$ cat src/sv/perm_unrk_pkg.sv
// Package: types, widths and the factorial table for the permutation unranking core.
`timescale 1ns / 1ps

package perm_unrk_pkg;

    localparam int MAX_ELEMENTS = 12;
    localparam int COUNT_W      = 4;
    localparam int RANK_W       = 29;
    localparam int ELEM_W       = 4;
    // quotient per position never exceeds MAX_ELEMENTS - 1
    localparam int QUOT_W       = $clog2(MAX_ELEMENTS);
    localparam int BIT_W        = (QUOT_W > 1) ? $clog2(QUOT_W) : 1;
    localparam int TRIAL_W      = RANK_W + QUOT_W;

    typedef struct packed {
        logic [COUNT_W-1:0] element_count;
        logic [RANK_W-1:0]  rank;
    } in_item_t;

    typedef struct packed {
        logic [ELEM_W-1:0] element;
        logic              last;
        logic              rank_error;
    } out_item_t;

    typedef enum logic [1:0] {
        ST_IDLE,
        ST_DIV,
        ST_PICK,
        ST_ERR
    } unrk_state_t;

    // n! for n up to MAX_ELEMENTS, 0 for counts beyond the table
    function automatic logic [63:0] fact_f(input logic [COUNT_W-1:0] n);
        logic [63:0] res;
        case (n)
            COUNT_W'(0):  res = 64'd1;
            COUNT_W'(1):  res = 64'd1;
            COUNT_W'(2):  res = 64'd2;
            COUNT_W'(3):  res = 64'd6;
            COUNT_W'(4):  res = 64'd24;
            COUNT_W'(5):  res = 64'd120;
            COUNT_W'(6):  res = 64'd720;
            COUNT_W'(7):  res = 64'd5040;
            COUNT_W'(8):  res = 64'd40320;
            COUNT_W'(9):  res = 64'd362880;
            COUNT_W'(10): res = 64'd3628800;
            COUNT_W'(11): res = 64'd39916800;
            COUNT_W'(12): res = 64'd479001600;
            default:      res = 64'd0;
        endcase
        return res;
    endfunction

endpackage

$ cat src/sv/permutation_unrank_core.sv
// Top level: permutation unranking by the factorial number system.
`timescale 1ns / 1ps

//  channel | direction | payload     | handshake
//  --------+-----------+-------------+---------------------
//  s_      | in        | in_item_t   | s_valid / s_ready
//  m_      | out       | out_item_t  | m_valid / m_ready
//
//  A request is accepted while idle; then per element one restoring division of the
//  remaining rank by (n-i)! runs through a single compare-subtract unit over the quotient
//  bits that n-i needs, highest first, plus a pick step that takes the element from the
//  used mask. A rejected request yields a single output item with last and rank_error set.
//  Reset (aresetn low, synchronous) returns the sequencer to idle and drops any pending transfer.
//  A stalled result waits in the output register; the divider runs ahead and holds in the pick
//  step until that register frees up. s_ready is high only while idle.
module permutation_unrank_core
    import perm_unrk_pkg::*;
(
    input  logic      aclk,
    input  logic      aresetn,
    input  logic      s_valid,
    output logic      s_ready,
    input  in_item_t  s_data,
    output logic      m_valid,
    input  logic      m_ready,
    output out_item_t m_data
);

    // highest set bit of r: the top quotient bit that can be non-zero when the quotient <= r
    function automatic logic [BIT_W-1:0] start_bit_f(input logic [COUNT_W-1:0] r);
        logic [BIT_W-1:0] res;
        res = '0;
        for (int b = 0; b < QUOT_W; b++) begin
            if (r[b]) begin
                res = BIT_W'(b);
            end
        end
        return res;
    endfunction

    unrk_state_t              state_reg, state_next;
    logic [COUNT_W-1:0]       n_reg, n_next;
    logic [COUNT_W-1:0]       pos_reg, pos_next;
    logic [RANK_W-1:0]        rem_reg, rem_next;
    logic [RANK_W-1:0]        fct_reg, fct_next;
    logic [QUOT_W-1:0]        quo_reg, quo_next;
    logic [BIT_W-1:0]         bit_reg, bit_next;
    logic [MAX_ELEMENTS:1]    used_reg, used_next;
    out_item_t                out_reg, out_next;
    logic                     m_valid_reg, m_valid_next;

    // request checks
    logic                     bad_count;
    logic [63:0]              fact_n;
    logic                     bad_item;

    // shared compare-subtract unit
    logic [TRIAL_W-1:0]       trial;
    logic                     fits;

    // element pick from the used mask
    logic [MAX_ELEMENTS:1]    free_vec;
    logic [MAX_ELEMENTS:1]    match_vec;
    logic [ELEM_W-1:0]        pick;
    logic                     out_free;
    logic [COUNT_W-1:0]       rest;

    assign s_ready  = (state_reg == ST_IDLE);
    assign m_valid  = m_valid_reg;
    assign m_data   = out_reg;
    assign out_free = !m_valid_reg || m_ready;

    always_comb begin
        bad_count = (s_data.element_count == '0)
                 || (int'(s_data.element_count) > MAX_ELEMENTS);
        fact_n    = fact_f(s_data.element_count);
        bad_item  = bad_count || (s_data.rank == '0) || (64'(s_data.rank) > fact_n);
    end

    always_comb begin
        trial = TRIAL_W'(fct_reg) << bit_reg;
        fits  = TRIAL_W'(rem_reg) >= trial;
    end

    // the q-th free element: free, and exactly q free elements below it
    always_comb begin
        logic [MAX_ELEMENTS:1] below;
        pick = '0;
        for (int j = 1; j <= MAX_ELEMENTS; j++) begin
            free_vec[j] = !used_reg[j] && (COUNT_W'(j) <= n_reg);
        end
        for (int j = 1; j <= MAX_ELEMENTS; j++) begin
            below = '0;
            for (int k = 1; k < j; k++) begin
                below[k] = free_vec[k];
            end
            match_vec[j] = free_vec[j] && ($countones(below) == int'(quo_reg));
        end
        for (int j = 1; j <= MAX_ELEMENTS; j++) begin
            if (match_vec[j]) begin
                pick = pick | ELEM_W'(j);
            end
        end
    end

    always_ff @(posedge aclk) begin
        if (!aresetn) begin
            state_reg   <= ST_IDLE;
            m_valid_reg <= 1'b0;
        end else begin
            state_reg   <= state_next;
            m_valid_reg <= m_valid_next;
        end
    end

    always_ff @(posedge aclk) begin
        n_reg    <= n_next;
        pos_reg  <= pos_next;
        rem_reg  <= rem_next;
        fct_reg  <= fct_next;
        quo_reg  <= quo_next;
        bit_reg  <= bit_next;
        used_reg <= used_next;
        out_reg  <= out_next;
    end

    always_comb begin
        state_next   = state_reg;
        n_next       = n_reg;
        pos_next     = pos_reg;
        rem_next     = rem_reg;
        fct_next     = fct_reg;
        quo_next     = quo_reg;
        bit_next     = bit_reg;
        used_next    = used_reg;
        out_next     = out_reg;
        rest         = n_reg - pos_reg - COUNT_W'(1);
        // drop the result once it has been taken
        m_valid_next = m_valid_reg && !m_ready;

        case (state_reg)
            ST_IDLE: begin
                if (s_valid) begin
                    // set up position 1: rank - 1 divided by (n-1)!
                    n_next    = s_data.element_count;
                    pos_next  = COUNT_W'(1);
                    rem_next  = s_data.rank - RANK_W'(1);
                    fct_next  = RANK_W'(fact_f(s_data.element_count - COUNT_W'(1)));
                    quo_next  = '0;
                    bit_next  = start_bit_f(s_data.element_count - COUNT_W'(1));
                    used_next = '0;
                    state_next = bad_item ? ST_ERR : ST_DIV;
                end
            end
            ST_DIV: begin
                // one quotient bit per cycle, highest first
                if (fits) begin
                    rem_next          = rem_reg - trial[RANK_W-1:0];
                    quo_next[bit_reg] = 1'b1;
                end
                if (bit_reg == '0) begin
                    state_next = ST_PICK;
                end else begin
                    bit_next = bit_reg - BIT_W'(1);
                end
            end
            ST_PICK: begin
                // hold until the output register frees up
                if (out_free) begin
                    out_next.element    = pick;
                    out_next.last       = (pos_reg == n_reg);
                    out_next.rank_error = 1'b0;
                    m_valid_next        = 1'b1;
                    used_next           = used_reg | match_vec;
                    if (pos_reg == n_reg) begin
                        state_next = ST_IDLE;
                    end else begin
                        pos_next   = pos_reg + COUNT_W'(1);
                        fct_next   = RANK_W'(fact_f(rest));
                        quo_next   = '0;
                        bit_next   = start_bit_f(rest);
                        state_next = ST_DIV;
                    end
                end
            end
            ST_ERR: begin
                if (out_free) begin
                    out_next.element    = '0;
                    out_next.last       = 1'b1;
                    out_next.rank_error = 1'b1;
                    m_valid_next        = 1'b1;
                    state_next          = ST_IDLE;
                end
            end
            default: begin
                state_next = ST_IDLE;
            end
        endcase
    end

endmodule
$ cat config.mk
export PLATFORM = sky130hd
export DESIGN_NAME = permutation_unrank_core
export DESIGN_NICKNAME = d
export VERILOG_FILES = /design/src/sv/perm_unrk_pkg.sv /design/src/sv/permutation_unrank_core.sv
export SDC_FILE = /design/constraint.sdc
export NUM_CORES = 1
export LEC_CHECK = 0
export BUFFER_PORTS_ARGS = -buffer_cell sky130_fd_sc_hd__buf_2
export CAP_MARGIN = 20
export CORE_AREA = 3 3 139 141
export DETAILED_ROUTE_END_ITERATION = 12
export DIE_AREA = 0 0 142 144
export REMOVE_ABC_BUFFERS = 1
export SYNTH_ARGS = -nofsm -noshare
export SYNTH_HDL_FRONTEND = slang
export SYNTH_SLANG_ARGS = --single-unit
$ cat constraint.sdc
create_clock -name aclk -period 8.15 [get_ports aclk]
set_input_delay 1.63 -clock aclk [delete_from_list [all_inputs] [get_ports aclk]]
set_output_delay 1.63 -clock aclk [all_outputs]
set_load 0.02 [all_outputs]
; After elaboration in Yosys (flattened, before gate mapping)
; Memories as Yosys holds them, arrays and structs flattened.
; Cells that the tools add are included.
[totals]
register_bits = 93
rom_bits = 1344
inputBits = 37
output_inout_bits = 8
elab_cells = 199
mem_count = 3
[classes]
add_sub_neg = 24
n_lt_le_gt_ge = 17
eq_ne = 22
n_shift = 1
n_mux = 56
bitwise_logic = 2
n_reduce_logical = 62
[memory_table]
columns = memory, depth, width, read_ports, rd_clocked_by_memory_dff, write_ports, line
row1 = (name not given), 16, 28, 1, 0, 0, perm_unrk_pkg.sv:36  ; case (n)
row2 = (name not given), 16, 28, 1, 0, 0, perm_unrk_pkg.sv:36
row3 = (name not given), 16, 28, 1, 0, 0, perm_unrk_pkg.sv:36
[op_table]
columns = op, count
row1 = $eq 32x5->1, 9
row2 = $mux 29, 5
row3 = $add 32x1->32, 4
row4 = $pmux 29 s2, 2
row5 = $add 32x32->32, 3
row6 = $gt 29x64->1, 1
row7 = $mux 4, 12
row8 = $ge 29x33->1, 1
row9 = $shl 29x2->33, 1
row10 = $mux 2, 15
row11 = $logic_not 29->1, 1
row12 = $sub 29x1->29 const B, 1
row13 = $sub 29x29->29, 1
row14 = $logic_and 1x1->1, 26
row15 = $mux 12, 2
row16 = $pmux 12 s2, 1
row17 = $le 4x4->1 const A, 5
row18 = $le 3x4->1 const A, 4
row19 = $logic_not 1->1, 14
row20 = $ne 2x2->1 const B, 7
row21 = $mux 3, 4
row22 = $mux 6, 2
row23 = $or 12x12->12, 1
row24 = $pmux 4 s3, 1
row25 = 36 further kinds, 61

; Longest topological paths before layout
[depth]
ltp_word = 17
depth_mapped = 19
depth_no_buf = 17

; Worst setup path after synthesis
; No wires, ideal clock.
[synth_timing]
path_kind = register -> register
startpoint = reg bit_reg[0]
endpoint = reg rem_reg[0] (enable)
setup_time_ns = 0.488
arrival_ns = 5.926
required_ns = 7.662
setup_slack_ns = 1.736
stages_incl_launch_ff = 16
n_path_buf = 4
synth_period_minus_slack_ns = 6.414
cell_sequence = edfxtp_1 > clkbuf_1 > clkbuf_1 > clkbuf_1 > a211oi_1 > a21oi_1 > inv_1 > ha_1 > clkbuf_1 > o211ai_1 > a21oi_1 > a31oi_2 > a22oi_2 > a31oi_2 > o21a_1 > nor4_1
[synth_via]
elab_chain_len = 4
[synth_lines]
columns = element, line
row1 = start: declaration, permutation_unrank_core.sv:47  ; logic [BIT_W-1:0] bit_reg, bit_next;
row2 = start signal: assignment, permutation_unrank_core.sv:122  ; bit_reg <= bit_next;
row3 = $shl 29x2->33, permutation_unrank_core.sv:81  ; trial = TRIAL_W'(fct_reg) << bit_reg;
row4 = $ge 29x33->1, permutation_unrank_core.sv:82  ; fits = TRIAL_W'(rem_reg) >= trial;
row5 = $ne 2x2->1 (no line), -
row6 = $reduce_and 3->1 (no line), -
row7 = end signal: assignment, permutation_unrank_core.sv:119  ; rem_reg <= rem_next;
row8 = end: declaration, permutation_unrank_core.sv:44  ; logic [RANK_W-1:0] rem_reg, rem_next;
; No other way between the ends.
; A chain may end at the register's enable or synchronous reset.

; Final worst setup path
[layout_timing]
startpoint = reg n_reg[3]
endpoint = reg out_reg (netlist bit m_data[2]) (data pin)
[layout_via]
elab_chain_len = 17
[layout_lines]
columns = element, line
row1 = start: declaration, permutation_unrank_core.sv:42  ; logic [COUNT_W-1:0] n_reg, n_next;
row2 = start signal: assignment, permutation_unrank_core.sv:117  ; n_reg <= n_next;
row3 = branches (longest 13 deep; another with $add 32x32->32), -
row4 = $mux 4 (*) (2 in series), permutation_unrank_core.sv:100  ; if (match_vec[j]) begin
row5 = $mux 6 (*), permutation_unrank_core.sv:169  ; if (out_free) begin
row6 = $pmux 6 s2 (*), permutation_unrank_core.sv:141  ; case (state_reg)
row7 = end signal: assignment, permutation_unrank_core.sv:124  ; out_reg <= out_next;
row8 = end: declaration, permutation_unrank_core.sv:49  ; out_item_t out_reg, out_next;
; Mark *: on every way between the ends. The select of a mux whose other input is x is not followed.

==> results.cfg <==
[status]
status = finished clean

[finish]
drive_above_1_share_pct = 10.8
num_antenna_cells = 0
nets = 1150
stdcell_area_sq_um = 9430
largest_reg_flops = 29
area_growth_pct = 8.16
post-route-util_pct = 52.1

[routing]
drtIter0Drc = 533
wl_per_cell_um = 18.3
drt-pass1-iter-count = 6
viasPerCell = 5.83
drcViolationCount = 0
postRouteAntennaNets = 0
num_vias = 7223
drt_wl_total_um = 22600

[floorplan]
die_y_um = 144
initial_core_util_pct = 48.2
chipWidth_um = 142
coreArea_sq_um = 18100
dieArea_sq_um = 20400
fp-row-count = 49
pin_count = 45

[yosys]
synth_commonest_cells = 98 x nor2_1, 97 x ha_1, 90 x a21oi_1
async_reset_ff_share_pct = 0
synth_top_area_share_pct = 28.3
synth_area_leaders = edfxtp_1 28%, ha_1 14%, xnor2_1 5.6%
synth_top_area_cell = edfxtp_1
synth_area_sq_um = 8710
ys_types = 80
avgSynthCellArea_sq_um = 8.87
ys_seq_area_share_pct = 28.9
yosys_warnings = 0
postSynthCellCount = 983
synthFlopType = edfxtp_1
synth_enable_flop_cells = 82
synth.most_common_cell = nor2_1
yosys_register_bits = 85

[global_routing]
grt_pass1_wl_um = 36300
track_usage_pct = 22.5
first_global_vias = 6939
grt_max_degree = 62
grt_antenna_before_repair = 0
overflow = 0

[clock_tree]
clock_sinks = 85
cts_root_buf = clkbuf_16
cts_buffers = 9
tritoncts = built
clkTransAtPathRegs_ps = 70
hold_buffers = 0
cts_buffer_depth = 2
clk_latency_ps = 360
cts_max_level = 3
cts_setup_buffers = 0
post_cts_resized = 0

[sta]
slew_viol_final = 0
rsz0062_at_grt = no
finalCriticalPeriod_ps = 4980
fmax_mhz = 201
fin_crit_sh_pct = 61.1
max_slew_margin_pct = 46.9
hold_viol = 0
setup_tns_ps = 0
worst_pin_slew_ps = 791
skew_ps = 18.2
setup_viol = 0

[job]
maxCapViolations = 0

[placed_design]
dp_hpwl_um = 17700
io_buffers = 44
gp_congestion = 0.899
placed_cell_area_sq_um = 9090

[setup_path]
cp_num_buf_inv = 3
crit_type = reg -> reg
cp.arrival_ps = 5180
critical_path.max_stage_delay_ps = 580
critPathLaunchType = flip-flop
slowest_stage = fa_1
cp_top_family = adder cells
cp_cell_sequence = nor2_1, a21o_1, inv_1, ha_1, inv_1, fa_1, inv_1, fa_1, ha_1, ha_1, fa_1, xnor2_1, nand3_1, a2111oi_4, nor2_1, a41oi_1
crit_required_ps = 8340
end_kind = flip-flop
path_max_fanout = 10

[hold_path]
min_path_type = reg -> reg
-- through the flow --
step	setup WS [ps]	hold slack [ps]	cells
after floorplan	1740	531	943
after global routing	2900	620	1238
after global placement	3360	568	1221
after CTS	3170	587	1237
final	3170	588	1238
after detailed placement	3180	569	1221
-- layer usage --
layer / track usage, % / part of all wire (%) / vias to the layer above
met5: 0 / 0 / -
met4: 6.92 / 2.6 / 0
met3: 2.71 / 4.2 / 27
met2: 36.4 / 46 / 191
met1: 31.5 / 47 / 3412
li1: - / - / 3593
-- cells in the final DEF, fill, tap and decap left out, drive strengths merged, types with 11 or more instances in the layout --
| cell type | count |
|---|---|
| nor2b | 21 |
| xnor2 | 56 |
| nand4 | 14 |
| ha | 97 |
| a21oi | 91 |
| nor2 | 99 |
| o21ai | 44 |
| mux2i | 16 |
| nor3 | 24 |
| a21o | 25 |
| nor4 | 12 |
| xor2 | 35 |
| nand2b | 15 |
| fa | 12 |
| o21a | 12 |
| nand2 | 74 |
| nand3 | 19 |
| inv | 59 |
| buf | 50 |
| a31oi | 11 |
| edfxtp | 82 |
-- worst min-delay path: cells and delay by family, from the launching register on --
kind / cells / cell delay (ps)
flip-flops: 1 / 350
AND/OR/NAND/NOR: 2 / 120
-- path summary, 6_finish.rpt --
| path | start | end | slack [ps] | cells after the start |
|---|---|---|---|---|
| setup / recovery | n_reg[3] | m_data[2] | 3170 | 16 |
| hold / removal | used_reg[12] | used_reg[12] | 590 | 2 |
| setup reg to reg | n_reg[3] | m_data[2] | 3170 | 16 |
| hold reg to reg | used_reg[12] | used_reg[12] | 590 | 2 |
-- final cells by class --
type	count	area, sq um
fillers	1711	8660
multi-input cells	801	5810
flip-flops and latches	85	2520
well taps	229	287
repair buffers	50	285
clock buffers	9	225
inverters	57	214
clock inverters	7	80.1
-- cells by family after synthesis --
logic type / after synthesis / share of synthesized area, %
simple gates: 329 / 19.5
xor+xnor: 91 / 9.15
mux: 26 / 3.13
fa+ha+maj: 109 / 16.7
buf+inv: 97 / 4.52
compound gates: 246 / 18.1
flops: 85 / 28.9
Power is left out: the tool's default activity adds up to more than one toggle a clock period on the data nets, which glitch-free logic cannot reach.
